<file path="src/design/assert_macros.svh">
// assertion macros used by the top-level design file
`ifndef ASSERT_MACROS_SVH
`define ASSERT_MACROS_SVH

// same-cycle implication
`define NUCE_ASSERT_NOW(label, clk, rst, ante, cons) \
   label: assert property (@(posedge clk) disable iff (rst) (ante) |-> (cons)) \
      else $error("assertion failed");

// next-cycle implication
`define NUCE_ASSERT_NEXT(label, clk, rst, ante, cons) \
   label: assert property (@(posedge clk) disable iff (rst) (ante) |=> (cons)) \
      else $error("assertion failed");

`endif

</file>
<file path="src/design/nuce_pkg.sv">
package nuce_pkg;

   localparam logic [1:0] KIND_BYTE     = 2'd0;
   localparam logic [1:0] KIND_END_COMP = 2'd1;
   localparam logic [1:0] KIND_END_NAME = 2'd2;
   localparam logic [1:0] KIND_UNUSED   = 2'd3;

   localparam logic [7:0] CH_DOT     = 8'h2e;
   localparam logic [7:0] CH_0       = 8'h30;
   localparam logic [7:0] CH_9       = 8'h39;
   localparam logic [7:0] CH_UP_A    = 8'h41;
   localparam logic [7:0] CH_UP_Z    = 8'h5a;
   localparam logic [7:0] CH_LO_A    = 8'h61;
   localparam logic [7:0] CH_LO_Z    = 8'h7a;
   localparam logic [7:0] CH_PLUS    = 8'h2b;
   localparam logic [7:0] CH_MINUS   = 8'h2d;
   localparam logic [7:0] CH_UNDER   = 8'h5f;
   localparam logic [7:0] CH_SLASH   = 8'h2f;
   localparam logic [7:0] CH_PERCENT = 8'h25;

   localparam int QUEUE_DEPTH = 2;

   typedef struct packed {
      logic [1:0] kind;
      logic [7:0] data_byte;
   } req_type;

   typedef struct packed {
      logic [7:0] out_char;
      logic       last_of_run;
      logic       end_of_uri;
   } rsp_type;

   typedef enum logic [1:0] {
      BODY_NONE,
      BODY_LIT,
      BODY_HEX,
      BODY_DOTS
   } body_type;

   // one run of output characters, as decided by the front
   typedef struct packed {
      logic       lead_slash;
      body_type   body;
      logic [7:0] data_byte;
      logic       uri_end;
   } desc_type;

   typedef struct packed {
      logic full;
      logic not_empty;
   } q_status_type;

   typedef struct packed {
      logic inside_component;
      logic name_has_components;
   } front_status_type;

   function automatic logic passes_through(input logic [7:0] x);
      return (x >= CH_0 && x <= CH_9) || (x >= CH_UP_A && x <= CH_UP_Z) ||
             (x >= CH_LO_A && x <= CH_LO_Z) || x == CH_PLUS || x == CH_MINUS ||
             x == CH_DOT || x == CH_UNDER;
   endfunction

   function automatic logic [7:0] hex_char(input logic [3:0] nib);
      logic [7:0] r;
      if (nib < 4'd10) begin
         r = CH_0 + {4'd0, nib};
      end else begin
         r = CH_UP_A + {4'd0, nib} - 8'd10;
      end
      return r;
   endfunction

endpackage

</file>
<file path="src/design/nuce_front.sv">
module nuce_front (
   input  logic                        clock,
   input  logic                        reset,
   input  logic                        req_valid,
   input  nuce_pkg::req_type           req_data,
   input  logic                        q_full,
   output logic                        push,
   output nuce_pkg::desc_type          push_data,
   output nuce_pkg::front_status_type  status
);

   logic inside_ff, inside_in;
   logic saw_non_dot_ff, saw_non_dot_in;
   logic has_comp_ff, has_comp_in;
   logic accept;
   nuce_pkg::desc_type d;

   assign accept = req_valid && !q_full;

   always_comb begin
      d.lead_slash   = 1'b0;
      d.body         = nuce_pkg::BODY_NONE;
      d.data_byte    = req_data.data_byte;
      d.uri_end      = 1'b0;
      inside_in      = inside_ff;
      saw_non_dot_in = saw_non_dot_ff;
      has_comp_in    = has_comp_ff;
      unique case (req_data.kind)
         nuce_pkg::KIND_BYTE: begin
            d.lead_slash   = !inside_ff;
            d.body         = nuce_pkg::passes_through(req_data.data_byte) ?
                             nuce_pkg::BODY_LIT : nuce_pkg::BODY_HEX;
            inside_in      = 1'b1;
            has_comp_in    = 1'b1;
            saw_non_dot_in = (inside_ff && saw_non_dot_ff) ||
                             (req_data.data_byte != nuce_pkg::CH_DOT);
         end
         nuce_pkg::KIND_END_COMP: begin
            d.lead_slash   = !inside_ff;
            // a freshly opened component is empty, so it always gets dots
            d.body         = (!inside_ff || !saw_non_dot_ff) ?
                             nuce_pkg::BODY_DOTS : nuce_pkg::BODY_NONE;
            inside_in      = 1'b0;
            saw_non_dot_in = 1'b0;
            has_comp_in    = 1'b1;
         end
         nuce_pkg::KIND_END_NAME: begin
            if (inside_ff) begin
               d.body = !saw_non_dot_ff ? nuce_pkg::BODY_DOTS : nuce_pkg::BODY_NONE;
            end else if (!has_comp_ff) begin
               d.lead_slash = 1'b1;
               d.uri_end    = 1'b1;
            end
            inside_in      = 1'b0;
            saw_non_dot_in = 1'b0;
            has_comp_in    = 1'b0;
         end
         default: begin
         end
      endcase
   end

   assign push      = accept && (d.lead_slash || d.body != nuce_pkg::BODY_NONE);
   assign push_data = d;
   assign status    = '{inside_component: inside_ff, name_has_components: has_comp_ff};

   always_ff @(posedge clock) begin
      if (reset) begin
         inside_ff      <= 1'b0;
         saw_non_dot_ff <= 1'b0;
         has_comp_ff    <= 1'b0;
      end else if (accept) begin
         inside_ff      <= inside_in;
         saw_non_dot_ff <= saw_non_dot_in;
         has_comp_ff    <= has_comp_in;
      end
   end

endmodule

</file>
<file path="src/design/nuce_queue.sv">
module nuce_queue #(
   parameter int DEPTH = nuce_pkg::QUEUE_DEPTH
) (
   input  logic                    clock,
   input  logic                    reset,
   input  logic                    push,
   input  nuce_pkg::desc_type      push_data,
   input  logic                    pop,
   output nuce_pkg::desc_type      pop_data,
   output nuce_pkg::q_status_type  status
);

   localparam int PTR_W = (DEPTH > 1) ? $clog2(DEPTH) : 1;
   localparam int CNT_W = $clog2(DEPTH + 1);

   nuce_pkg::desc_type mem_ff [DEPTH];
   logic [PTR_W-1:0] wr_ptr_ff, wr_ptr_in;
   logic [PTR_W-1:0] rd_ptr_ff, rd_ptr_in;
   logic [CNT_W-1:0] count_ff, count_in;

   assign status.full      = (count_ff == CNT_W'(DEPTH));
   assign status.not_empty = (count_ff != '0);
   assign pop_data         = mem_ff[rd_ptr_ff];

   always_comb begin
      wr_ptr_in = wr_ptr_ff;
      rd_ptr_in = rd_ptr_ff;
      if (push) begin
         wr_ptr_in = (wr_ptr_ff == PTR_W'(DEPTH - 1)) ? '0 : wr_ptr_ff + 1'b1;
      end
      if (pop) begin
         rd_ptr_in = (rd_ptr_ff == PTR_W'(DEPTH - 1)) ? '0 : rd_ptr_ff + 1'b1;
      end
      count_in = count_ff + CNT_W'(push) - CNT_W'(pop);
   end

   always_ff @(posedge clock) begin
      if (reset) begin
         wr_ptr_ff <= '0;
         rd_ptr_ff <= '0;
         count_ff  <= '0;
      end else begin
         wr_ptr_ff <= wr_ptr_in;
         rd_ptr_ff <= rd_ptr_in;
         count_ff  <= count_in;
      end
   end

   always_ff @(posedge clock) begin
      if (push) begin
         mem_ff[wr_ptr_ff] <= push_data;
      end
   end

endmodule

</file>
<file path="src/design/nuce_back.sv">
module nuce_back (
   input  logic                    clock,
   input  logic                    reset,
   input  nuce_pkg::desc_type      desc,
   input  logic                    desc_avail,
   output logic                    pop,
   output logic                    rsp_valid,
   output nuce_pkg::rsp_type       rsp_data,
   input  logic                    rsp_stall
);

   logic [1:0] step_ff, step_in;
   logic       rsp_valid_ff, rsp_valid_in;
   nuce_pkg::rsp_type rsp_data_ff, rsp_data_in;
   logic       load;
   logic [2:0] body_len;
   logic [2:0] total;
   logic [1:0] body_pos;
   logic       is_last;

   assign load = !rsp_valid_ff || !rsp_stall;

   always_comb begin
      case (desc.body)
         nuce_pkg::BODY_LIT:  body_len = 3'd1;
         nuce_pkg::BODY_HEX:  body_len = 3'd3;
         nuce_pkg::BODY_DOTS: body_len = 3'd3;
         default:             body_len = 3'd0;
      endcase
      total    = body_len + {2'b00, desc.lead_slash};
      is_last  = ({1'b0, step_ff} == total - 3'd1);
      body_pos = step_ff - {1'b0, desc.lead_slash};

      rsp_data_in.last_of_run = is_last;
      rsp_data_in.end_of_uri  = desc.uri_end;
      if (desc.lead_slash && step_ff == 2'd0) begin
         rsp_data_in.out_char = nuce_pkg::CH_SLASH;
      end else begin
         case (desc.body)
            nuce_pkg::BODY_LIT: rsp_data_in.out_char = desc.data_byte;
            nuce_pkg::BODY_HEX: begin
               if (body_pos == 2'd0) begin
                  rsp_data_in.out_char = nuce_pkg::CH_PERCENT;
               end else if (body_pos == 2'd1) begin
                  rsp_data_in.out_char = nuce_pkg::hex_char(desc.data_byte[7:4]);
               end else begin
                  rsp_data_in.out_char = nuce_pkg::hex_char(desc.data_byte[3:0]);
               end
            end
            default: rsp_data_in.out_char = nuce_pkg::CH_DOT;
         endcase
      end

      pop          = load && desc_avail && is_last;
      rsp_valid_in = load ? desc_avail : rsp_valid_ff;
      step_in      = step_ff;
      if (load && desc_avail) begin
         step_in = is_last ? 2'd0 : step_ff + 2'd1;
      end
   end

   always_ff @(posedge clock) begin
      if (reset) begin
         rsp_valid_ff <= 1'b0;
         step_ff      <= 2'd0;
      end else begin
         rsp_valid_ff <= rsp_valid_in;
         step_ff      <= step_in;
      end
   end

   always_ff @(posedge clock) begin
      if (load && desc_avail) begin
         rsp_data_ff <= rsp_data_in;
      end
   end

   assign rsp_valid = rsp_valid_ff;
   assign rsp_data  = rsp_data_ff;

endmodule

</file>
<file path="src/design/name_uri_component_escaper.sv">
// channel   dir  ports                           payload
// req       in   req_valid, req_stall, req_data  kind, data_byte
// rsp       out  rsp_valid, rsp_stall, rsp_data  out_char, last_of_run, end_of_uri
//
// one output character per cycle unless rsp_stall holds it or the queue is empty; an
// input item gives 0 to 4 characters, so an escaped byte gives 3 and a plain byte 1
// the front classifies in the cycle of the transfer and queues a run descriptor
// reset is synchronous; no clearing pass
// rsp_stall holds the output register; the queue keeps taking items until it fills
`include "assert_macros.svh"

module name_uri_component_escaper #(
   parameter int QUEUE_DEPTH = nuce_pkg::QUEUE_DEPTH
) (
   input  logic               clock,
   input  logic               reset,
   input  logic               req_valid,
   output logic               req_stall,
   input  nuce_pkg::req_type  req_data,
   output logic               rsp_valid,
   input  logic               rsp_stall,
   output nuce_pkg::rsp_type  rsp_data
);

   logic                        push;
   logic                        pop;
   nuce_pkg::desc_type          push_desc;
   nuce_pkg::desc_type          head_desc;
   nuce_pkg::q_status_type      q_status;
   nuce_pkg::front_status_type  front_status;

   nuce_front u_front (
      .clock     (clock),
      .reset     (reset),
      .req_valid (req_valid),
      .req_data  (req_data),
      .q_full    (q_status.full),
      .push      (push),
      .push_data (push_desc),
      .status    (front_status)
   );

   nuce_queue #(
      .DEPTH (QUEUE_DEPTH)
   ) u_queue (
      .clock     (clock),
      .reset     (reset),
      .push      (push),
      .push_data (push_desc),
      .pop       (pop),
      .pop_data  (head_desc),
      .status    (q_status)
   );

   nuce_back u_back (
      .clock      (clock),
      .reset      (reset),
      .desc       (head_desc),
      .desc_avail (q_status.not_empty),
      .pop        (pop),
      .rsp_valid  (rsp_valid),
      .rsp_data   (rsp_data),
      .rsp_stall  (rsp_stall)
   );

   assign req_stall = q_status.full;

   `NUCE_ASSERT_NOW(a_rise_needs_queue, clock, reset, $rose(rsp_valid), $past(q_status.not_empty))
   `NUCE_ASSERT_NOW(a_eou_is_last, clock, reset, rsp_valid && rsp_data.end_of_uri, rsp_data.last_of_run)
   `NUCE_ASSERT_NOW(a_pop_nonempty, clock, reset, pop, q_status.not_empty)
   `NUCE_ASSERT_NEXT(a_end_name_clears, clock, reset, req_valid && !req_stall && req_data.kind == nuce_pkg::KIND_END_NAME, !front_status.inside_component && !front_status.name_has_components)

endmodule

</file>
<file path="config.mk">
export PLATFORM = sky130hd
export DESIGN_NAME = name_uri_component_escaper
export DESIGN_NICKNAME = d
export VERILOG_FILES = /design/src/design/nuce_pkg.sv /design/src/design/nuce_front.sv /design/src/design/nuce_queue.sv /design/src/design/nuce_back.sv /design/src/design/name_uri_component_escaper.sv
export VERILOG_INCLUDE_DIRS = /design/src /design/src/design
export SDC_FILE = /design/constraint.sdc
export NUM_CORES = 1
export LEC_CHECK = 0
export BUFFER_PORTS_ARGS = -buffer_cell sky130_fd_sc_hd__clkbuf_2
export CAP_MARGIN = 20
export CORE_MARGIN = 2
export CORE_UTILIZATION = 59
export DETAILED_ROUTE_END_ITERATION = 7
export PLACE_DENSITY = 0.8
export SLEW_MARGIN = 20
export SYNTH_ARGS = -nofsm -noshare
export SYNTH_HDL_FRONTEND = slang
export SYNTH_HIERARCHICAL = 1
export SYNTH_SLANG_ARGS = --single-unit
</file>
<file path="constraint.sdc">
create_clock -name clock -period 3.23 [get_ports clock]
set_clock_uncertainty 0.1 [all_clocks]
set_input_delay 0.4845 -clock clock [delete_from_list [all_inputs] [get_ports clock]]
set_output_delay 0.4845 -clock clock [all_outputs]
set_load 0.05 [all_outputs]
</file>
==> flow_metrics.env, run 1 <==
export IMPL_outcome="complete, no violations"
export IMPL_drtPass1Iterations=4
export IMPL_worstPathArrival_ns=3.15
export IMPL_cp_top_family="simple AND/OR/NAND/NOR gates"
export IMPL_post_dp_hpwl_mm=3.17
export IMPL_rsz0062_at_grt="false"
export IMPL_globalRouteTotalUtil_pct=19.2
export IMPL_crit_chain="mux2_4, ha_1, or3_1, a211o_1, a21oi_2, and2_1, ha_1, inv_1, ha_1, xnor3_1, nor2_1"
export IMPL_path_buf_inv=1
export IMPL_place_congestion=0.887
export IMPL_p_total_mw=2.33
export IMPL_antenna_cells=0
export IMPL_grt_busiest_layer="met2"
export IMPL_area_delta_synth_final_pct=9.16
export IMPL_seqCellArea_um2=1240
export IMPL_grt_overflow_total=0
export IMPL_rows=23
export IMPL_grt_max_degree=17
export IMPL_drtIter0Drc=155
export IMPL_cts_hold_buf=0
export IMPL_die_h_um=69.8
export IMPL_leakage_nw=1.13
export IMPL_vias=1681
export IMPL_finalInstanceArea_um2=2790
export IMPL_fmax_mhz=332
export IMPL_post_cts_buffers=0
export IMPL_place_ws_ns=0.241
export IMPL_ys_warn_count=6
export IMPL_clk_path_buf_depth=2
export IMPL_avgViaCountPerCell=5.60
export IMPL_tightest_slew_ns=0.533
export IMPL_num_fill_cells=311
export IMPL_synth_nets=252
export IMPL_layout_nets=279
export IMPL_fin_crit_ns=3.02
export IMPL_maxSlewViolCount=0
export IMPL_syn_area_per_cell_um2=11.5
export IMPL_fin_crit_sh_pct=93.3
export IMPL_p_per_area_nw_per_um2=837
export IMPL_postPlaceCellArea_um2=2710
export IMPL_cts_sinks=45
export IMPL_detail_route_antenna_nets=0
export IMPL_cp_slowest_cell="dfxtp_1"
export IMPL_grtUsageMet3_pct=4.80
export IMPL_clkLatencyLatePin_ns=0.29
export IMPL_wl_per_cell_um=13.9
export IMPL_die_w_um=69.8
export IMPL_die_area_um2=4870
export IMPL_tritoncts="built"
export IMPL_layout_drive_gt1_share_pct=21.2
export IMPL_cts_max_level=2
export IMPL_coreArea_um2=4090
export IMPL_worstSetupPathType="flip-flop to flip-flop"
export IMPL_setup_viol=0
export IMPL_worstSetupStartpointType="flip-flop"
export IMPL_grt_pass1_vias=1706
export IMPL_met1_usage_pct=23.6
export IMPL_ios=26
export IMPL_clk_pin_slew_ns=0.08
export IMPL_cp_common_cell="ha_1"
export IMPL_hold_path_class="primary input to flip-flop"
export IMPL_drc=0
export IMPL_numCtsBuffers=5
export IMPL_worstPathRequired_ns=3.37
export IMPL_peakVddDrop_uv=356
export IMPL_slowest_delay_ns=0.48
export IMPL_whs_ns=0.337
export IMPL_multiInputGateArea_um2=1190
export IMPL_post_cts_resized=0
export IMPL_path_max_fanout=5
export IMPL_syn_area_um2=2550
export IMPL_initial_core_util_pct=62.5
export IMPL_antenna_found_initial=0
export IMPL_crit_path_end_kind="flip-flop"
export IMPL_fin_ws_ns=0.215
export IMPL_slew_headroom_pct=64.5
export IMPL_hold_viol=0
export IMPL_grt_pass1_wl_mm=7.55
export IMPL_met2_usage_pct=32.9
export IMPL_netlist_instances=222
export IMPL_tns_ns=0
export IMPL_wl_mm=4.16
export IMPL_portBuffers=25
export IMPL_cts_root_buf="clkbuf_8"
export IMPL_max_cap_viol_count=0
[power breakdown]
part,switching [mW],leakage (nW),internal (mW)
combinational,0.710,0.690,0.430
sequential,0.0584,0.405,0.803
clock,0.182,0.0388,0.150
[routing by layer]
metal | wire, um | vias up | share of wire (%)
met4 | 62 | 0 | 1.5
li1 | - | 856 | -
met5 | 0 | - | 0
met2 | 2130 | 27 | 51
met1 | 1820 | 792 | 44
met3 | 143 | 6 | 3.4
[sequential cells by signal, summed over array words and instances, names as in the netlist, named ones only]
name                    cells
u_front/has_comp_ff         1
u_queue/wr_ptr_ff           1
u_front/inside_ff           1
u_back/rsp_valid            1
u_queue/count_ff            2
u_front/saw_non_dot_ff      1
u_queue/rd_ptr_ff           1
u_back/step_ff              2
u_queue/mem_ff             24
u_back/rsp_data            10
[final timing paths]
path	startpoint	end	slack (ns)	depth (start not counted)
setup / recovery	flip-flop	u_queue/count_ff[1]	0.21	11
hold / removal	req_data[5]	u_queue/mem_ff[1][6]	0.34	1
setup reg to reg	flip-flop	u_queue/count_ff[1]	0.21	11
hold reg to reg	u_front/saw_non_dot_ff	u_front/saw_non_dot_ff	0.38	2
[final cells by class]
| class | count | share of cell area, % |
|---|---|---|
| Clock buffer | 6 | 2.60 |
| Clock inverter | 2 | 0.404 |
| Inverter | 14 | 1.88 |
| Multi-Input combinational cell | 153 | 42.5 |
| Sequential cell | 45 | 44.5 |
| Tap cell | 50 | 2.24 |
| Timing Repair Buffer | 30 | 5.83 |
[layout by cell type, fill, tap and decap left out, types with 3 or more instances in the layout]
cell / n
ha_1: 16
inv_1: 14
a21oi_1: 15
o21ai_0: 8
nor2b_1: 12
xnor2_1: 5
clkbuf_8: 5
buf_4: 5
mux2_4: 10
mux2i_1: 5
edfxtp_1: 34
and2_1: 3
nand2_1: 15
clkbuf_2: 25
nor2_1: 12
nor3b_1: 3
dfxtp_1: 11
[stage by stage]
stage,std cells,utilization (%)
after CTS,300,68.2
after detailed placement,292,66.2
after global placement,292,66.2
after global routing,300,68.2
after floorplan,222,-
final,300,68.2
(Power assumes the default switching activity.)
==> run 2, diff against run 1 <==
- PLACE_DENSITY: 0.8 -> 0.86
==> flow_metrics.env, run 2 (synthesized netlist as in run 1, its figures left out) <==
export IMPL_outcome="complete, no violations"
export IMPL_setup_viol=0
export IMPL_slew_headroom_pct=63.8
export IMPL_worstSetupStartpointType="flip-flop"
export IMPL_rsz0062_at_grt="false"
export IMPL_post_dp_hpwl_mm=3.20
export IMPL_detail_route_antenna_nets=0
export IMPL_grt_pass1_wl_mm=7.60
export IMPL_power_switching_mw=0.957
export IMPL_final_common_cell="edfxtp_1"
export IMPL_layout_nets=278
export IMPL_numCtsBuffers=5
export IMPL_rrSetupSlack_ns=0.24
export IMPL_drc=0
export IMPL_drtPass1Iterations=4
export IMPL_hold_viol=0
export IMPL_tightest_slew_ns=0.543
export IMPL_wl_per_cell_um=14.8
export IMPL_post_cts_resized=0
export IMPL_path_max_fanout=8
export IMPL_rows=23
export IMPL_drtIter0Drc=157
export IMPL_pwr_share_clk_pct=17.0
export IMPL_whs_ns=0.341
export IMPL_post_cts_buffers=0
export IMPL_vias=1729
export IMPL_clk_path_buf_depth=2
export IMPL_clkLatencyLatePin_ns=0.29
export IMPL_cts_hold_buf=0
export IMPL_cts_max_level=2
export IMPL_worstSetupPathType="flip-flop to flip-flop"
export IMPL_cts_sinks=45
export IMPL_tritoncts="built"
export IMPL_power_frac_seq_pct=35.7
export IMPL_coreArea_um2=4090
export IMPL_area_delta_synth_final_pct=9.84
export IMPL_grt_max_degree=17
export IMPL_wl_mm=4.44
export IMPL_antenna_cells=0
export IMPL_grt_pass1_vias=1660
export IMPL_switching_share_pct=39.6
export IMPL_layout_drive_gt1_share_pct=21.7
export IMPL_maxSlewViolCount=0
export IMPL_most_common_layout_cells="34 x edfxtp_1, 25 x clkbuf_2, 16 x ha_1, 15 x nand2_1, 15 x a21oi_1"
export IMPL_cts_root_buf="clkbuf_8"
export IMPL_fin_crit_ns=2.99
export IMPL_tns_ns=0
export IMPL_max_flop_register="u_queue/mem_ff"
export IMPL_worstPathArrival_ns=3.12
export IMPL_p_per_area_nw_per_um2=861
export IMPL_antenna_found_initial=0
export IMPL_fin_crit_sh_pct=92.6
export IMPL_final_core_util_pct=68.7
export IMPL_worstPathRequired_ns=3.36
export IMPL_globalRouteTotalUtil_pct=19.5
export IMPL_fmax_mhz=334
export IMPL_largest_reg_flops=24
export IMPL_portBuffers=25
export IMPL_clk_pin_slew_ns=0.08
export IMPL_peakVddDrop_uv=338
export IMPL_leakage_nw=1.14
export IMPL_die_h_um=69.8
export IMPL_initial_core_util_pct=62.5
export IMPL_avgViaCountPerCell=5.78
export IMPL_hold_path_class="primary input to flip-flop"
export IMPL_die_area_um2=4870
export IMPL_grt_overflow_total=0
export IMPL_p_int_mw=1.46
export IMPL_die_w_um=69.8
export IMPL_max_cap_viol_count=0
export IMPL_place_congestion=0.865
export IMPL_crit_path_end_kind="flip-flop"
export IMPL_pwr_share_comb_pct=47.2
export IMPL_ios=26
-- run 2: cell types whose count changed in the layout (fill, tap and decap cells not counted) --
cell,delta
buf_4,-1
bufinv_16,+1
clkinv_1,-1
clkinv_2,+1
clkinvlp_4,-1
dfxtp_1,-1
dfxtp_2,+1
-- run 2: critical path, stage by stage (launching register included) --
cell,delay [ns]
dfxtp_2,0.40
mux2_4,0.33
ha_1,0.27
or3_1,0.40
a211o_1,0.33
a21oi_2,0.17
and2_1,0.20
ha_1,0.24
inv_1,0.06
ha_1,0.14
xnor3_1,0.21
nor2_1,0.08
-- run 2: final cells by class --
| cell class | count | area, um2 |
|---|---|---|
| clock buffer | 6 | 72.6 |
| clock inverter | 2 | 35.0 |
| fill | 328 | 1280 |
| inverter | 14 | 52.6 |
| multi-input combinational | 153 | 1190 |
| sequential | 45 | 1240 |
| tap | 50 | 62.6 |
| timing repair buffer | 29 | 155 |
-- run 2: power by group through the flow --
stage | combinational (mW) | sequential, mW | clock [mW]
after floorplan | 0.681 | 1.09 | 0
after global placement | 1.10 | 0.868 | 0
after detailed placement | 1.13 | 0.877 | 0
after CTS | 1.14 | 0.865 | 0.422
after global routing | 1.24 | 0.882 | 0.447
final | 1.14 | 0.863 | 0.411
-- run 2: worst paths after layout --
kind | end | start | depth (start not counted)
worst max-delay path | u_queue/count_ff[1] | flip-flop | 11
worst min-delay path | u_back/rsp_valid | rsp_stall | 3
worst max register to register | u_queue/count_ff[1] | flip-flop | 11
worst min register to register | u_front/saw_non_dot_ff | u_front/saw_non_dot_ff | 2
-- run 2: metal layers --
metal / share of wire (%) / global-route usage [%] / wire, um / vias up
li1: - / - / - / 858
met4: 2.7 / 8.33 / 119 / 0
met1: 44 / 24.3 / 1940 / 812
met2: 50 / 33.5 / 2210 / 48
met3: 3.9 / 3.20 / 171 / 11
met5: 0 / 0 / 0 / -
-- run 2: stage by stage --
stage               setup WS [ns]  area, um2  instances  power [mW]
finish                      0.238       2810        299        2.42
CTS                         0.153       2810        299        2.43
floorplan                   0.282       2550        222        1.77
global placement            0.277       2700        291        1.97
detailed placement          0.185       2700        291        2.01
global route               0.0380       2810        299        2.57
==> run 3, diff against run 2 <==
==> constraint.sdc (replaced) <==
create_clock -name clock -period 3.23 [get_ports clock]
set_clock_uncertainty 0.1 [all_clocks]
set_input_delay 0.646 -clock clock [delete_from_list [all_inputs] [get_ports clock]]
set_output_delay 0.646 -clock clock [all_outputs]
set_load 0.05 [all_outputs]
==> flow_metrics.env, run 3 (synthesized netlist as in run 1, its figures left out) <==
export IMPL_outcome="complete, no violations"
export IMPL_path_buf_inv=1
export IMPL_area_delta_synth_final_pct=9.79
export IMPL_min_from="u_front/saw_non_dot_ff"
export IMPL_fmax_mhz=334
export IMPL_cts_sinks=45
export IMPL_final_common_cell="edfxtp_1"
export IMPL_hold_path_class="flip-flop to flip-flop"
export IMPL_layout_nets=278
export IMPL_fin_crit_ns=3.00
export IMPL_vias=1729
export IMPL_met1_usage_pct=22.4
export IMPL_rrSetupSlack_ns=0.23
export IMPL_num_fill_cells=314
export IMPL_drtIter0Drc=129
export IMPL_fin_crit_sh_pct=92.8
export IMPL_detail_route_antenna_nets=0
export IMPL_met2_usage_pct=29.3
export IMPL_tightest_slew_ns=0.536
export IMPL_place_ws_ns=0.177
export IMPL_worstPathRequired_ns=3.36
export IMPL_initial_core_util_pct=62.5
export IMPL_post_cts_buffers=0
export IMPL_cp_common_cell="ha_1"
export IMPL_globalRouteTotalUtil_pct=17.7
export IMPL_tritoncts="built"
export IMPL_grt_max_degree=17
export IMPL_clk_path_buf_depth=2
export IMPL_path_max_fanout=8
export IMPL_numCtsBuffers=5
export IMPL_setup_viol=0
export IMPL_hold_viol=0
export IMPL_cp_top_family="simple AND/OR/NAND/NOR gates"
export IMPL_worstPathArrival_ns=3.13
export IMPL_most_common_layout_cells="34 x edfxtp_1, 25 x clkbuf_2, 16 x ha_1, 15 x nand2_1, 15 x a21oi_1"
export IMPL_portBuffers=25
export IMPL_finalInstanceArea_um2=2810
export IMPL_drc=0
export IMPL_wl_per_cell_um=13.7
export IMPL_crit_path_end_kind="flip-flop"
export IMPL_cts_root_buf="clkbuf_8"
export IMPL_avgViaCountPerCell=5.78
export IMPL_ios=26
export IMPL_grt_busiest_layer="met2"
export IMPL_r2r_end="u_queue/count_ff[1]"
export IMPL_worst_hold_path_endpoint="u_front/saw_non_dot_ff"
export IMPL_max_flop_register="u_queue/mem_ff"
export IMPL_slew_headroom_pct=64.3
export IMPL_clk_pin_slew_ns=0.08
export IMPL_max_cap_viol_count=0
export IMPL_fin_ws_ns=0.232
export IMPL_slowest_delay_ns=0.41
export IMPL_grt_pass1_wl_mm=6.94
export IMPL_worstSetupPathType="flip-flop to flip-flop"
export IMPL_antenna_found_initial=0
export IMPL_post_dp_hpwl_mm=2.94
export IMPL_crit_chain="mux2_4, ha_1, or3_1, a211o_1, a21oi_2, and2_1, ha_1, inv_1, ha_1, xnor3_1, nor2_1"
export IMPL_antenna_cells=0
export IMPL_tns_ns=0
export IMPL_die_area_um2=4870
export IMPL_peakVddDrop_uv=397
export IMPL_drtPass1Iterations=4
export IMPL_die_h_um=69.8
export IMPL_place_congestion=0.798
export IMPL_worstSetupStartpointType="flip-flop"
export IMPL_leakage_nw=1.14
export IMPL_grt_pass1_vias=1627
export IMPL_maxSlewViolCount=0
export IMPL_postPlaceCellArea_um2=2700
export IMPL_rows=23
export IMPL_whs_ns=0.375
export IMPL_ff2ff_path_depth=11
export IMPL_die_w_um=69.8
export IMPL_post_cts_resized=0
export IMPL_cp_slowest_cell="dfxtp_2"
export IMPL_final_core_util_pct=68.6
export IMPL_grt_overflow_total=0
export IMPL_coreArea_um2=4090
export IMPL_clkLatencyLatePin_ns=0.30
export IMPL_largest_reg_flops=24
export IMPL_cts_hold_buf=0
export IMPL_holdPathStages=2
export IMPL_rsz0062_at_grt="false"
export IMPL_wl_mm=4.10
export IMPL_p_per_area_nw_per_um2=856
export IMPL_cts_max_level=2
export IMPL_layout_drive_gt1_share_pct=21.3
export IMPL_grtUsageMet3_pct=5.09
-- run 3: cell counts in the layout (fill, tap and decap cells not counted) --
No cell type changed its count.
-- run 3: final cells by class --
| cell class | count | area, um2 | share of cell area [%] |
|---|---|---|---|
| multi-input combinational | 153 | 1190 | 42.3 |
| sequential | 45 | 1240 | 44.3 |
| timing repair buffer | 29 | 155 | 5.53 |
| tap | 50 | 62.6 | 2.23 |
| clock buffer | 6 | 72.6 | 2.59 |
| clock inverter | 2 | 33.8 | 1.20 |
| inverter | 14 | 52.6 | 1.87 |
-- run 3: worst max-delay path by stage --
stage | to | depth (start not counted) | start
after floorplan | u_queue/count_ff[1] | 12 | flip-flop
after global placement | u_queue/count_ff[1] | 11 | flip-flop
after detailed placement | u_queue/count_ff[1] | 11 | flip-flop
after CTS | u_queue/count_ff[1] | 11 | flip-flop
after global routing | u_queue/count_ff[1] | 11 | flip-flop
final | u_queue/count_ff[1] | 11 | flip-flop
-- run 3: power breakdown --
group	internal (mW)	switching, mW	total [mW]
Combinational	0.425	0.707	1.13
Sequential	0.804	0.0588	0.862
Clock	0.228	0.179	0.407
Total	1.46	0.945	2.40
-- run 3: metal layers --
| metal | share of wire [%] | wire [um] |
|---|---|---|
| met1 | 46 | 1870 |
| met2 | 49 | 2020 |
| met3 | 3.8 | 156 |
| met4 | 1.2 | 50 |
| met5 | 0 | 0 |
-- run 3: metrics by stage --
| step | instances | power (mW) |
|---|---|---|
| 2_1_floorplan | 222 | 1.77 |
| 3_3_place_gp | 291 | 1.97 |
| 3_5_place_dp | 291 | 2.00 |
| 4_1_cts | 299 | 2.41 |
| 5_1_grt | 299 | 2.57 |
| 6_report | 299 | 2.40 |
-- run 3: worst min-delay path: stages, from the launching register on --
cell	delay, ns
dfxtp_1	0.32
o31ai_1	0.06
a21oi_1	0.06
